[config.mk]
export PLATFORM = sky130hd
export DESIGN_NAME = psu_recon
export DESIGN_NICKNAME = d
export VERILOG_FILES = /design/src/psu_pkg.sv /design/src/psu_recon.sv
export SDC_FILE = /design/constraint.sdc
export NUM_CORES = 1
export LEC_CHECK = 0
export BUFFER_PORTS_ARGS = -buffer_cell sky130_fd_sc_hd__buf_2
export CELL_PAD_IN_SITES_DETAIL_PLACEMENT = 0
export CELL_PAD_IN_SITES_GLOBAL_PLACEMENT = 2
export CORE_ASPECT_RATIO = 1.4
export CORE_UTILIZATION = 34
export DETAILED_ROUTE_END_ITERATION = 12
export HOLD_SLACK_MARGIN = 0.06
export PLACE_DENSITY = 0.83
export SLEW_MARGIN = 15
export SYNTH_ARGS = -nofsm -noshare
export SYNTH_HDL_FRONTEND = slang
export SYNTH_SLANG_ARGS = --single-unit
[constraint.sdc]
create_clock -name clk -period 3 [get_ports clk]
set_input_delay 0 -clock clk [delete_from_list [all_inputs] [get_ports clk]]
set_output_delay 0 -clock clk [all_outputs]
set_load 0.05 [all_outputs]
[src/psu_pkg.sv]
// Shared types, constants and helper functions for the PNG scanline unfilter.
package psu_pkg;

  // Default size of the previous-row line buffer, in bytes.
  localparam int DEFAULT_MAX_ROW_BYTES = 8192;

  // Configuration port widths.
  localparam int CFG_IDX_W  = 2;
  localparam int CFG_DATA_W = 11;

  // Configuration register indexes.
  typedef enum logic [CFG_IDX_W-1:0] {
    CFG_FILTER_MODE  = 2'd0,
    CFG_COLOR_KIND   = 2'd1,
    CFG_SAMPLE_DEPTH = 2'd2,
    CFG_IMAGE_WIDTH  = 2'd3
  } cfg_idx_t;

  // Filter mode codes.
  localparam logic [1:0] MODE_NONE = 2'd0;
  localparam logic [1:0] MODE_SUB  = 2'd1;
  localparam logic [1:0] MODE_UP   = 2'd2;

  // Color type codes.
  localparam logic [2:0] COLOR_GRAY       = 3'd0;
  localparam logic [2:0] COLOR_RGB        = 3'd2;
  localparam logic [2:0] COLOR_GRAY_ALPHA = 3'd4;
  localparam logic [2:0] COLOR_RGBA       = 3'd6;

  // Reset values of the configuration registers.
  localparam logic [1:0]  RST_FILTER_MODE  = MODE_NONE;
  localparam logic [2:0]  RST_COLOR_KIND   = COLOR_RGB;
  localparam logic [4:0]  RST_SAMPLE_DEPTH = 5'd8;
  localparam logic [10:0] RST_IMAGE_WIDTH  = 11'd1024;

  // Sample depth limits.
  localparam logic [4:0] DEPTH_MIN = 5'd1;
  localparam logic [4:0] DEPTH_MAX = 5'd16;

  // Configuration register file.
  typedef struct packed {
    logic [1:0]  filter_mode;
    logic [2:0]  color_kind;
    logic [4:0]  sample_depth;
    logic [10:0] image_width;
  } cfg_t;

  // Input transaction payload.
  typedef struct packed {
    logic [7:0] raw_byte;
    logic       image_start;
  } in_t;

  // Result transaction payload.
  typedef struct packed {
    logic [7:0] pixel_byte;
    logic       row_last;
    logic       bad_format;
  } out_t;

  // Per-byte control decided by the row tracker.
  typedef struct packed {
    logic       first_row;
    logic       row_last;
    logic       bad_format;
    logic       use_sub;
    logic       use_up;
    logic [2:0] bpp_m1;
  } item_ctrl_t;

  // Channels per color type; zero marks an invalid type.
  function automatic logic [2:0] channel_count(input logic [2:0] kind);
    logic [2:0] ch;
    case (kind)
      COLOR_GRAY:       ch = 3'd1;
      COLOR_RGB:        ch = 3'd3;
      COLOR_GRAY_ALPHA: ch = 3'd2;
      COLOR_RGBA:       ch = 3'd4;
      default:          ch = 3'd0;
    endcase
    return ch;
  endfunction

endpackage

[src/psu_recon.sv]
// Reconstruction stage: add of the left or up neighbor and the result register.
module psu_recon #(
  parameter int MAX_ROW_BYTES = psu_pkg::DEFAULT_MAX_ROW_BYTES,
  parameter int AW            = $clog2(MAX_ROW_BYTES)
) (
  input  logic                clk,
  input  logic                rst_n,
  input  logic                accept,
  input  psu_pkg::in_t        in_item,
  input  logic [AW-1:0]       in_pos,
  input  psu_pkg::item_ctrl_t in_ctrl,
  output logic                stage_ready,
  input  logic [7:0]          up_byte,
  output logic                wr_en,
  output logic [AW-1:0]       wr_addr,
  output logic [7:0]          wr_data,
  output logic                out_valid,
  input  logic                out_ready,
  output psu_pkg::out_t       out_item
);
  import psu_pkg::*;

  logic          s1_valid_r, s1_valid_nxt;
  logic [7:0]    s1_raw_r;
  logic          s1_start_r;
  logic [AW-1:0] s1_pos_r;
  item_ctrl_t    s1_ctrl_r;

  logic [63:0]   hist_r, hist_nxt;
  logic          out_valid_r, out_valid_nxt;
  out_t          out_r;

  logic          advance;
  logic [63:0]   hist_base;
  logic [7:0]    left_byte;
  logic [7:0]    up_val;
  logic [7:0]    result;

  // Stage handshake: the held byte moves on when the result register frees up.
  assign advance     = s1_valid_r && (!out_valid_r || out_ready);
  assign stage_ready = !s1_valid_r || advance;

  // Reconstructed byte for the held transaction.
  always_comb begin
    hist_base = s1_start_r ? 64'd0 : hist_r;
    left_byte = hist_base[{s1_ctrl_r.bpp_m1, 3'b000} +: 8];
    up_val    = s1_ctrl_r.first_row ? 8'd0 : up_byte;
    if (s1_ctrl_r.use_sub) begin
      result = s1_raw_r + left_byte;
    end else if (s1_ctrl_r.use_up) begin
      result = s1_raw_r + up_val;
    end else begin
      result = s1_raw_r;
    end
  end

  // Next-state logic for the stage, history and result valid.
  always_comb begin
    s1_valid_nxt = s1_valid_r;
    if (accept) begin
      s1_valid_nxt = 1'b1;
    end else if (advance) begin
      s1_valid_nxt = 1'b0;
    end

    hist_nxt = hist_r;
    if (advance) begin
      hist_nxt = s1_ctrl_r.row_last ? 64'd0 : {hist_base[55:0], result};
    end

    out_valid_nxt = out_valid_r;
    if (advance) begin
      out_valid_nxt = 1'b1;
    end else if (out_ready) begin
      out_valid_nxt = 1'b0;
    end
  end

  // Control registers.
  always_ff @(posedge clk) begin
    if (!rst_n) begin
      s1_valid_r  <= 1'b0;
      hist_r      <= 64'd0;
      out_valid_r <= 1'b0;
    end else begin
      s1_valid_r  <= s1_valid_nxt;
      hist_r      <= hist_nxt;
      out_valid_r <= out_valid_nxt;
    end
  end

  // Payload registers.
  always_ff @(posedge clk) begin
    if (accept) begin
      s1_raw_r   <= in_item.raw_byte;
      s1_start_r <= in_item.image_start;
      s1_pos_r   <= in_pos;
      s1_ctrl_r  <= in_ctrl;
    end
    if (advance) begin
      out_r.pixel_byte <= result;
      out_r.row_last   <= s1_ctrl_r.row_last;
      out_r.bad_format <= s1_ctrl_r.bad_format;
    end
  end

  // Every result is also the previous-row byte for the next row.
  assign wr_en     = advance;
  assign wr_addr   = s1_pos_r;
  assign wr_data   = result;
  assign out_valid = out_valid_r;
  assign out_item  = out_r;

endmodule

### Word-level counts from Yosys, hierarchy flattened

Cells that the tools add are included.

| operators by class | value |
|---|---|
| add/sub/neg operators | 2 |
| shift-type cells | 1 |
| mux-type cells | 9 |
| reductions and logical operators | 7 |

Operators with widths:

| operator | count |
|---|---|
| 2-to-1 mux 64 bit | 2 |
| variable part select 64 x 7 -> 8 bit | 1 |
| 2-to-1 mux 8 bit | 3 |
| adder 8 bit | 2 |
| 2-to-1 mux 1 bit | 4 |
| nonzero test 2 bit | 2 |
| zero test 1 bit | 2 |
| logical OR 1 bit | 2 |
| logical AND 1 bit | 1 |

| storage, ports and cells | value |
|---|---|
| register bits after elaboration | 106 |
| bits of input ports | 42 |
| logic and storage cells | 34 |

### Depth between registers and ports, before layout

| logic depth | value |
|---|---|
| word-level depth | 5 |
| mapped depth | 14 |
| depth with buffers taken out | 12 |

### Least setup slack after synthesis

OpenSTA, ideal clock, no wires.

| path | value |
|---|---|
| path kind | reg-to-reg |
| from | register s1_ctrl_r[0] (netlist name) |
| to | register out_r (netlist bit out_item[9]), data pin |
| library setup time | 362 ps |
| arrival | 3363 ps |
| required time | 2638 ps |
| path slack | -724 ps |
| cell stages (with the launch flop) | 13 |
| buffers on the path | 2 |
| clock period less this slack | 3724 ps |
| cell sequence | edfxtp_1 -> buf_6 -> buf_2 -> mux4_2 -> mux2i_1 -> nor2_1 -> ha_1 -> o21ai_0 -> o21ai_0 -> a31oi_1 -> xnor2_1 -> a22oi_1 -> xnor2_1 |

| between the ends | value |
|---|---|
| word-level cells in the longest chain between the ends | 3 |

RTL lines:

| item | RTL line | RTL |
|---|---|---|
| start: declaration | psu_recon.sv:27 | `item_ctrl_t s1_ctrl_r;` |
| start signal: assignment | psu_recon.sv:98 | `s1_ctrl_r <= in_ctrl;` |
| variable part select 64 x 7 -> 8 bit | psu_recon.sv:46 | `left_byte = hist_base[{s1_ctrl_r.bpp_m1, 3'b000} +: 8];` |
| adder 8 bit | psu_recon.sv:49 | `result = s1_raw_r + left_byte;` |
| 2-to-1 mux 8 bit | psu_recon.sv:48 | `if (s1_ctrl_r.use_sub) begin` |
| via wr_data[7] | psu_recon.sv:16 | `output logic [7:0] wr_data,` |
| end: declaration | psu_recon.sv:31 | `out_t out_r;` |

The timed path passes the listed nets, and every way through them passes these cells.
A chain may end at the register's enable or synchronous reset.

### Worst setup path in the final report

| path | value |
|---|---|
| from | register s1_ctrl_r[0] (netlist name) |
| to | output wr_data[7] |

| between the ends | value |
|---|---|
| word-level cells in the longest chain between the ends | 3 |

RTL lines:

| item | RTL line |
|---|---|
| variable part select 64 x 7 -> 8 bit | psu_recon.sv:46 |
| adder 8 bit | psu_recon.sv:49 |
| 2-to-1 mux 8 bit | psu_recon.sv:48 |
| end: declaration | psu_recon.sv:16 |

Every way passes these cells.

==> flow_summary.ini <==
[placed_design]
dp_slack_ps = -199
dpl.hpwl_um = 7490
gp_congestion = 0.790
dpl-instance-area_um2 = 5550
numPortBuffers = 75
dp_cells = 667

[global_route]
grt_max_degree = 67
grt_first_pass_wirelength_um = 17900
grt_pass1_vias = 3689
gr-usage-all-layers_pct = 15.8
antenna_found_initial = 0
grt_remaining_overflow = 0

[route]
ant_nets = 0
routed.top_layer = met4
met1_length_um = 4700
drt_iter0_markers = 257
routedWlPerCell_um = 15.2
finalWirelength_um = 11000
num_vias = 3598
vias_per_cell = 5.00
wl_met3_um = 267
route.detailed.drc = 0
firstDrtPassIters = 4
routed-wl-met2_um = 5860

[timing]
layout_min_cycle_time_ps = 3210
post-route-period-util_pct = 107
setup-tns-final_ps = -389
rsz0062_at_grt = yes
slew_headroom_pct = 50.9
slew_violations = 0
worst_slew_pin_slew_ps = 736
fmax_mhz = 311
setup_viol = 2
hold_viol = 0
skew_ps = 5.77
whs_ps = 226
layout_setup_ws_ps = -215

[pwr]
p_leak_nw = 2.35
ir_worst_vdd_uv = 260
powerDensity_nw_per_um2 = 518
power.total_mw = 3.27

[synth]
synth_cells = 414
syn_area_per_cell_um2 = 11.7
ys.flop_type = dfxtp_1
synth_top_cell_by_area = dfxtp_1
synth-seq-cells = 106
ys_seq_area_share_pct = 51.9
synthTopCellsByArea = dfxtp_1, edfxtp_1, nor2b_1
synth_top_area_share_pct = 27.2
synthArstFlopShare_pct = 0
synth_warnings = 0
ys_types = 42
synth_edf_count = 40
synthesis.nets = 472
syn_area_um2 = 4860

[finish]
layoutNonFillerInstCount = 720
antenna_cells = 0
design_area_um2 = 6310
fin_nets = 588
utilization_pct = 45.3
drive_above_1_share_pct = 29.9
area_delta_synth_final_pct = 29.9

[clock_tree]
cts_tree = yes
cts_max_level = 3
cts.root.buffer_cell = clkbuf_16
cts.clk_slew.worst_paths_ps = 70
clkSinkCount = 106
max-clock-path-buffers = 2
cts_buffers = 9
clk_latency_ps = 340

[critical_path]
critPathSlowestCell = mux4_2
cp_num_cells = 12
max_stage_delay_ps = 500
critPathRequiredTime_ps = 3000
crit_chain = buf_6, buf_12, buf_8, mux4_2, mux2i_2, nor2_2, ha_1, a31oi_1, xnor2_1, a22oi_2, xnor2_4, buf_6
reg2reg_depth = 13
worst_ep_arrival_time_ps = 3210
critPathKind = flip-flop to primary output
critPathBufInv = 4
cp-end-kind = primary output
startpoint_type = flip-flop
cpLargestDelayFamily = multiplexers
path_common_cell = buf_6
cp_max_fo = 5

[die]
core_area_um2 = 13900
die_w_um = 103
die_y_um = 143
start_util_pct = 34.9
row_count = 51
design.die.area_um2 = 14800
ios = 76

[hold_path]
hold_path_depth = 2
hp-class = primary input to flip-flop

[status]
failed_checks = negative setup slack
status = finished, violations left

[job]
maxCapViolations = 0
## cells in the final DEF, fill, tap and decap left out, types with 15 or more instances in the layout
master,Yosys,routed
a22oi_1,60,59
buf_2,10,68
buf_4,0,23
dfxtp_1,66,66
dlygate4sd3_1,0,31
edfxtp_1,40,40
mux4_2,13,15
nor2b_1,73,73
## timing repair
| action | CTS | global route |
|---|---|---|
| hold buffers | 31 | 0 |
| endpoints found under the setup margin | 8 | 11 |
| pin swaps | 11 | 8 |
| setup buffers | 3 | 3 |
| endpoints found under the hold margin | 32 | 0 |
| resized for setup | 33 | 9 |
## kinds of logic after synthesis
| logic type | share of synthesized area (%) |
|---|---|
| muxes | 9.51 |
| xor gates and xnor gates | 1.98 |
| DFF | 51.9 |
| adders and majority gates | 4.43 |
| and+or+nand+nor | 13.5 |
| buffers and inverters | 3.27 |
| AOI/OAI and AO/OA | 15.3 |
## power by group
| part | switching, mW | internal (mW) |
|---|---|---|
| combinational | 0.343 | 0.227 |
| sequential | 0.0440 | 1.55 |
| clock | 0.532 | 0.570 |
| total | 0.919 | 2.35 |
## routing by layer
layer  vias up  track usage, %
li1       1772               -
met1      1774            18.2
met2        46            28.6
met3         6            2.92
met4         0            5.56
met5         -               0
## layout make-up
type,instances,area (um^2)
Multi-Input combinational cell,272,2290
Clock buffer,9,225
Timing Repair Buffer,133,960
Clock inverter,7,53.8
Fill cell,1312,7600
Sequential cell,106,2520
Tap cell,185,231
Inverter,8,30.0
## synth_stat cells (2+ instances only)
master	n
buf_2	10
xor2_1	2
mux2i_1	9
edfxtp_1	40
mux4_1	3
o31ai_1	2
nand3_1	6
a31oi_1	4
mux4_2	13
fa_1	2
xnor2_1	9
ha_1	14
a211oi_1	3
nor2b_1	73
a22oi_1	60
nor2_1	15
o21ai_1	2
inv_1	8
a21oi_1	11
nand2_1	10
dfxtp_1	66
buf_1	6
nand2b_1	4
nor3_1	2
a21o_1	5
o21ai_0	10
clkbuf_1	10
## state kept, by name, indices dropped and copies added, names as in the netlist
signal	count
s1_ctrl_r	8
s1_valid_r	1
wr_addr	13
out_item	10
s1_raw_r	8
s1_start_r	1
out_valid	1
hist_r	64
## path summary, 6_finish.rpt
path                 from     endpoint  slack (ps)
max          s1_ctrl_r[0]   wr_data[7]        -210
min                 rst_n    hist_r[3]         230
max reg2reg  s1_ctrl_r[0]    hist_r[7]          40
min reg2reg  s1_ctrl_r[5]  out_item[0]         430
No activity file was read; power rests on OpenSTA's default activity.
