File: config.mk
export PLATFORM = sky130hd
export DESIGN_NAME = psu_row_track
export DESIGN_NICKNAME = d
export VERILOG_FILES = /design/src/psu_pkg.sv /design/src/psu_row_track.sv
export SDC_FILE = /design/constraint.sdc
export NUM_CORES = 1
export LEC_CHECK = 0
export BUFFER_PORTS_ARGS = -buffer_cell sky130_fd_sc_hd__buf_4
export CAP_MARGIN = 20
export CORE_AREA = 2 2 76 78
export CTS_CLUSTER_SIZE = 12
export DETAILED_ROUTE_END_ITERATION = 16
export DIE_AREA = 0 0 78 80
export GPL_TIMING_DRIVEN = 0
export PLACE_DENSITY = 0.85
export SLEW_MARGIN = 5
export SYNTH_ARGS = -nofsm -noshare
export SYNTH_HDL_FRONTEND = slang
export SYNTH_SLANG_ARGS = --single-unit
File: constraint.sdc
create_clock -name clk -period 23.6 [get_ports clk]
set_input_delay 0 -clock clk [delete_from_list [all_inputs] [get_ports clk]]
set_output_delay 0 -clock clk [all_outputs]
set_load 0.005 [all_outputs]
File: src/psu_pkg.sv
// Shared types, constants and helper functions for the PNG scanline unfilter.
package psu_pkg;

  // Default size of the previous-row line buffer, in bytes.
  localparam int DEFAULT_MAX_ROW_BYTES = 8192;

  // Configuration port widths.
  localparam int CFG_IDX_W  = 2;
  localparam int CFG_DATA_W = 11;

  // Configuration register indexes.
  typedef enum logic [CFG_IDX_W-1:0] {
    CFG_FILTER_MODE  = 2'd0,
    CFG_COLOR_KIND   = 2'd1,
    CFG_SAMPLE_DEPTH = 2'd2,
    CFG_IMAGE_WIDTH  = 2'd3
  } cfg_idx_t;

  // Filter mode codes.
  localparam logic [1:0] MODE_NONE = 2'd0;
  localparam logic [1:0] MODE_SUB  = 2'd1;
  localparam logic [1:0] MODE_UP   = 2'd2;

  // Color type codes.
  localparam logic [2:0] COLOR_GRAY       = 3'd0;
  localparam logic [2:0] COLOR_RGB        = 3'd2;
  localparam logic [2:0] COLOR_GRAY_ALPHA = 3'd4;
  localparam logic [2:0] COLOR_RGBA       = 3'd6;

  // Reset values of the configuration registers.
  localparam logic [1:0]  RST_FILTER_MODE  = MODE_NONE;
  localparam logic [2:0]  RST_COLOR_KIND   = COLOR_RGB;
  localparam logic [4:0]  RST_SAMPLE_DEPTH = 5'd8;
  localparam logic [10:0] RST_IMAGE_WIDTH  = 11'd1024;

  // Sample depth limits.
  localparam logic [4:0] DEPTH_MIN = 5'd1;
  localparam logic [4:0] DEPTH_MAX = 5'd16;

  // Configuration register file.
  typedef struct packed {
    logic [1:0]  filter_mode;
    logic [2:0]  color_kind;
    logic [4:0]  sample_depth;
    logic [10:0] image_width;
  } cfg_t;

  // Input transaction payload.
  typedef struct packed {
    logic [7:0] raw_byte;
    logic       image_start;
  } in_t;

  // Result transaction payload.
  typedef struct packed {
    logic [7:0] pixel_byte;
    logic       row_last;
    logic       bad_format;
  } out_t;

  // Per-byte control decided by the row tracker.
  typedef struct packed {
    logic       first_row;
    logic       row_last;
    logic       bad_format;
    logic       use_sub;
    logic       use_up;
    logic [2:0] bpp_m1;
  } item_ctrl_t;

  // Channels per color type; zero marks an invalid type.
  function automatic logic [2:0] channel_count(input logic [2:0] kind);
    logic [2:0] ch;
    case (kind)
      COLOR_GRAY:       ch = 3'd1;
      COLOR_RGB:        ch = 3'd3;
      COLOR_GRAY_ALPHA: ch = 3'd2;
      COLOR_RGBA:       ch = 3'd4;
      default:          ch = 3'd0;
    endcase
    return ch;
  endfunction

endpackage

File: src/psu_row_track.sv
// Row geometry and byte position tracking for each incoming byte.
module psu_row_track #(
  parameter int MAX_ROW_BYTES = psu_pkg::DEFAULT_MAX_ROW_BYTES,
  parameter int AW            = $clog2(MAX_ROW_BYTES)
) (
  input  logic                    clk,
  input  logic                    rst_n,
  input  psu_pkg::cfg_t           cfg,
  input  logic                    accept,
  input  logic                    image_start,
  output logic [AW-1:0]           pos,
  output psu_pkg::item_ctrl_t     ctrl
);
  import psu_pkg::*;

  localparam int PW = 15;
  localparam int LW = (AW + 1 > PW) ? AW + 1 : PW;

  logic [AW-1:0] column_pos_r, column_pos_nxt;
  logic          first_row_r, first_row_nxt;

  logic [4:0]    depth_c;
  logic [2:0]    ch;
  logic          bad;
  logic [6:0]    bits_per_px;
  logic [6:0]    bits_round;
  logic [3:0]    bpp;
  logic [10:0]   width_c;
  logic [PW-1:0] row_prod;
  logic [LW-1:0] row_len;
  logic [LW-1:0] pos_inc;
  logic          first_row;
  logic          last;

  // Bytes per pixel and row length from the configuration.
  always_comb begin
    ch  = channel_count(cfg.color_kind);
    bad = (ch == 3'd0);
    if (cfg.sample_depth < DEPTH_MIN) begin
      depth_c = DEPTH_MIN;
    end else if (cfg.sample_depth > DEPTH_MAX) begin
      depth_c = DEPTH_MAX;
    end else begin
      depth_c = cfg.sample_depth;
    end
    bits_per_px = {2'b00, depth_c} * {4'b0000, ch};
    bits_round  = bits_per_px + 7'd7;
    bpp         = bad ? 4'd1 : bits_round[6:3];
    width_c     = (cfg.image_width == 11'd0) ? 11'd1 : cfg.image_width;
    row_prod    = {4'b0000, width_c} * {11'b0, bpp};
    if (LW'(row_prod) > LW'(MAX_ROW_BYTES)) begin
      row_len = LW'(MAX_ROW_BYTES);
    end else begin
      row_len = LW'(row_prod);
    end
  end

  // Position of this byte and the end-of-row decision.
  always_comb begin
    pos       = image_start ? '0 : column_pos_r;
    first_row = image_start ? 1'b1 : first_row_r;
    pos_inc   = LW'(pos) + LW'(1);
    last      = (pos_inc >= row_len);

    ctrl.first_row  = first_row;
    ctrl.row_last   = last;
    ctrl.bad_format = bad;
    ctrl.use_sub    = !bad && (cfg.filter_mode == MODE_SUB);
    ctrl.use_up     = !bad && (cfg.filter_mode == MODE_UP);
    ctrl.bpp_m1     = 3'(bpp - 4'd1);

    column_pos_nxt = column_pos_r;
    first_row_nxt  = first_row_r;
    if (accept) begin
      column_pos_nxt = last ? '0 : pos_inc[AW-1:0];
      first_row_nxt  = last ? 1'b0 : first_row;
    end
  end

  // Row position state.
  always_ff @(posedge clk) begin
    if (!rst_n) begin
      column_pos_r <= '0;
      first_row_r  <= 1'b1;
    end else begin
      column_pos_r <= column_pos_nxt;
      first_row_r  <= first_row_nxt;
    end
  end

endmodule

# == After elaboration in Yosys (flattened, before gate mapping) ==
# Index checks and enable logic that the tools add are counted.
# op_classes
n_addsub,3
multipliers,2
n_lt_le_gt_ge,4
eq_ne,5
muxes,10
n_reduce_logical,6
# ops
operator,n
$mux 13,2
$ge 14x15->1,1
$gt 15x14->1 const B,1
$mul 11x4->15,1
$mux 15,1
$add 13x1->14 const B,1
$pmux 3 s4,1
$logic_not 11->1,1
$mux 11,1
$mux 5,2
$add 7x3->7 const B,1
$mul 5x3->7,1
$eq 3x3->1 const B,2
$logic_not 3->1,2
$gt 5x5->1 const B,1
$lt 5x1->1 const B,1
$mux 4,1
$eq 3x2->1 const B,1
$sub 3x1->3 const B,1
$eq 2x1->1 const B,1
$eq 2x2->1 const B,1
$logic_and 1x1->1,2
$mux 1,2
$logic_not 1->1,1
# totals
register_bits,14
word_cells,32

# == Longest topological paths before layout ==
# logic_depth
word_depth,11
depth_mapped,35
ltp_nobuf,32

# == Least setup slack after synthesis ==
# No wires, ideal clock.
# synth_timing
path_type,input -> register
startpoint,input port cfg[16] in the netlist's numbering
endpoint,register column_pos_r[11]
setup_time_ns,0.058
arrival_ns,7.496
slack_ns,16.046
path_stages,32
path_buffers,4
path_cell_list,buf_2 clkbuf_1 buf_1 nor3_1 fa_1 ha_1 ha_1 nand2_1 a2111oi_4 or3_4 a21oi_2 xnor2_1 or3_2 fa_1 inv_1 fa_1 inv_1 fa_1 nor2b_1 nor3_1 o311a_1 o31ai_1 or2_2 buf_2 nand3_1 ha_1 a21o_1 a21o_1 a211oi_2 nand2_1 nor3b_1 o22a_1
# synth_via
elab_chain_len,10
elab_cells_between_ends,14
classes_between,add/sub: 1; mul: 2; order compare: 2; eq/ne: 3; mux: 4; reduce/logical: 2
# synth_rtl
item,line_no,text
"start, declared",psu_row_track.sv:8,"input psu_pkg::cfg_t cfg,"
$eq 3x3->1 (tied with other cells),psu_pkg.sv:74,case (kind)
$pmux 3 s4 (*),psu_pkg.sv:74,
$mul 5x3->7,psu_row_track.sv:46,"bits_per_px = {2'b00, depth_c} * {4'b0000, ch};"
$add 7x3->7,psu_row_track.sv:47,bits_round = bits_per_px + 7'd7;
$mux 4 (*),psu_row_track.sv:48,bpp = bad ? 4'd1 : bits_round[6:3];
$mul 11x4->15 (*),psu_row_track.sv:50,"row_prod = {4'b0000, width_c} * {11'b0, bpp};"
$gt 15x14->1,psu_row_track.sv:51,if (LW'(row_prod) > LW'(MAX_ROW_BYTES)) begin
$mux 15 (*),psu_row_track.sv:51,
$ge 14x15->1 (*),psu_row_track.sv:63,last = (pos_inc >= row_len);
$mux 13 (*),psu_row_track.sv:75,column_pos_nxt = last ? '0 : pos_inc[AW-1:0];
"end signal, assigned",psu_row_track.sv:86,column_pos_r <= column_pos_nxt;
"end, declared",psu_row_track.sv:19,"logic [AW-1:0] column_pos_r, column_pos_nxt;"
# Every way passes the cells marked *; elsewhere a longest branch is shown, timed or not.
# A chain may end at the register's enable or synchronous reset.

# == Final worst setup path ==
# layout_timing
startpoint,input port cfg[16] in the netlist's numbering
endpoint,output port ctrl[6] in the netlist's numbering
# layout_via
elab_chain_len,9
elab_cells_between_ends,13
classes_between,add/sub: 1; mul: 2; order compare: 2; eq/ne: 3; mux: 3; reduce/logical: 2
# layout_rtl
item,line_no,text
$eq 3x3->1 (tied with other cells),psu_pkg.sv:74,
$pmux 3 s4 (*),psu_pkg.sv:74,
$mul 5x3->7,psu_row_track.sv:46,
$add 7x3->7,psu_row_track.sv:47,
$mux 4 (*),psu_row_track.sv:48,
$mul 11x4->15 (*),psu_row_track.sv:50,
$gt 15x14->1,psu_row_track.sv:51,
$mux 15 (*),psu_row_track.sv:51,
$ge 14x15->1 (*),psu_row_track.sv:63,
"end, declared",psu_row_track.sv:12,output psu_pkg::item_ctrl_t ctrl
# Marked as above.

==> qor.txt <==
syn avg cell area: 7.95 um^2
Layout Cells excl Fill: 538
Cell Area, Synth: 3320 um^2
Die Span Y: 80 um
final WL: 7430 um
Worst-Margin Slew: 0.660 ns
Fin Hold WS: 0.240 ns
Die Wd: 78 um
commonest non-fill, non-tap cell in the layout: inv_1
final design utilization: 0.703
final instance area: 3800 um^2
Reg2Reg Depth: 14
DRC: 0
vias in the first global route: 3114
Via density: 5.71
critical path class: input port to output pin
Reg area: 280 um^2
power per cell area: 29.4 nW/um^2
worst min path class: input port to output pin
status: finished, final reports clean
count of different cell masters after synthesis: 56
fin nets: 558
Slew HR: 0.559
Syn Inst Count: 418
antenna violations before repair: 0
First-pass DRT Iterations: 4
most frequent cells in the layout: inv_1 (49), buf_4 (46), ha_1 (45)
fin crit share: 0.364
Initial Utilization: 0.615
max_cap viols: 0
Critical-path top delay cell: fa_1
total grt overflow: 0
CP startpoint kind: input port
worst hold stages: 3
# setup viols final: 0
largest net degree at the start of global routing: 11
first-pass GRT wire length: 13200 um
Final ANT Viol Nets: 0
Tot Pwr: 112 uW
Max H-tree Level: 1
Clock Path Buffers: 2
#FFs+latches synth: 14
Slew Viols, Final: 0
Synthesis Warnings: 0
I/O pin total: 46
IO buf count: 43
CTS tree: built
Seq/Total Area, Yosys: 0.0843
ys async rst share: 0
HPWL after DPL: 6370 um
fillers: 467
Fin. Hold Viols: 0
Max VDD drop: 18.6 uV
CP dominant cell by count: ha_1
placed instance area: 3740 um^2
FMAX: 116 MHz
area of the multi-input gates: 2740 um^2
Critical Path RT: 23.60 ns
Site Rows: 27
Final Wtd Congestion: 0.835
cts repair resizes: 0
Layout area overhead: 14.4%
gr usage total: 0.255
Routed WL per cell: 13.8 um
Lkg Pwr: 1.89 nW
Critical Path Fanout Max: 10
setup TNS: 0 ns
RSZ-0062 raised after global routing: false
CTS buffer count: 3
final worst slack: 15.01 ns
Post-synth EDFFs: 0
CP Capture Type: output pin
Tmin final: 8.59 ns
Die ar.: 6240 um^2
placed insts: 533
share of cells above drive strength 1: 0.161
CTS sink count: 14
pre-CTS WS: 14.99 ns
Ant. Diodes: 0
core area: 5410 um^2
initial DRC count: 70
clk_lat worst skew: 0.25 ns
Clock Skew: 0.00397 ns
critical path arrival: 8.59 ns
via count: 3072
Root Buffer: clkbuf_8
most common flop cell mapped by yosys: dfxtp_1
critical path's largest stage delay: 0.55 ns
syn_nets: 509
## area by class of cell
type | instances | area share
clock buffer | 4 | 0.0145
buffer | 21 | 0.0316
sequential | 14 | 0.0737
tap | 72 | 0.0237
multi-input combinational | 334 | 0.721
inverter | 49 | 0.0484
timing repair buffer | 44 | 0.0876
## critical path, delay by kind of cell
family	cells	cell delay [ns]
and+or+nand+nor	7	1.59
buffers and inverters	8	1.57
AOI/OAI and AO/OA	8	2.14
xor gates and xnor gates	2	0.55
adders and majority gates	7	2.75
## cells by family (layout without fill, tap and decap cells)
| logic type | after synthesis | after routing | share of synthesized area |
|---|---|---|---|
| AOI/OAI and AO/OA | 67 | 67 | 0.152 |
| xor gates and xnor gates | 27 | 27 | 0.0734 |
| adders and majority gates | 66 | 66 | 0.296 |
| buffers and inverters | 70 | 118 | 0.0915 |
| DFF | 14 | 14 | 0.0843 |
| and+or+nand+nor | 174 | 174 | 0.302 |
## worst paths after layout
kind	start	end	slack, ns
max	cfg[16]	ctrl[6]	15.01
min	cfg[20]	ctrl[4]	0.24
max reg2reg	column_pos_r[0]	column_pos_r[11]	19.77
min reg2reg	column_pos_r[10]	column_pos_r[10]	0.49
## power breakdown
part,total (mW),internal [mW],switching [mW]
registers,0.0240,0.0239,0.000142
clock network,0.0237,0.0148,0.00886
logic,0.0640,0.0285,0.0355
## synth_stat cells, types with 3 or more instances
master    count  area share
a211oi_1      3      0.0068
a21boi_0      4      0.0090
a21o_1        7       0.016
a21oi_1      14       0.021
a31oi_1       3      0.0056
a32o_1        8       0.024
and2_1       21       0.040
and3_1        5      0.0094
buf_2         6      0.0090
buf_4         3      0.0068
buf_6         3       0.010
clkbuf_1      7      0.0079
dfxtp_1      14       0.084
fa_1         21        0.13
ha_1         45        0.17
inv_1        49       0.055
nand2_1      31       0.035
nand2b_1      8       0.015
nand3_1      23       0.035
nand3b_1      7       0.016
nor2_1       19       0.021
nor2b_1      16       0.030
nor3_1        7       0.011
nor3b_1      13       0.029
o211ai_1      4      0.0090
o21ai_0       7       0.011
or2_2         5      0.0094
or3_1         3      0.0056
xnor2_1      12       0.032
xor2_1       14       0.037
## repair_timing
action,4_1_cts,5_1_grt
hold endpoints to repair,1,0
setup buffers,0,0
hold buffers,1,0
## registers in the layout (all words and copies together) (netlist names)
register and count:
first_row_r 1, column_pos_r 13
## per-layer routing
layer | up-vias | part of all wire | GRT usage
li1 | 1532 | - | -
met1 | 1444 | 0.43 | 0.304
met2 | 85 | 0.51 | 0.490
met3 | 11 | 0.038 | 0.0181
met4 | 0 | 0.017 | 0.0702
met5 | - | 0 | 0
Power figures use the tool's default switching activity.
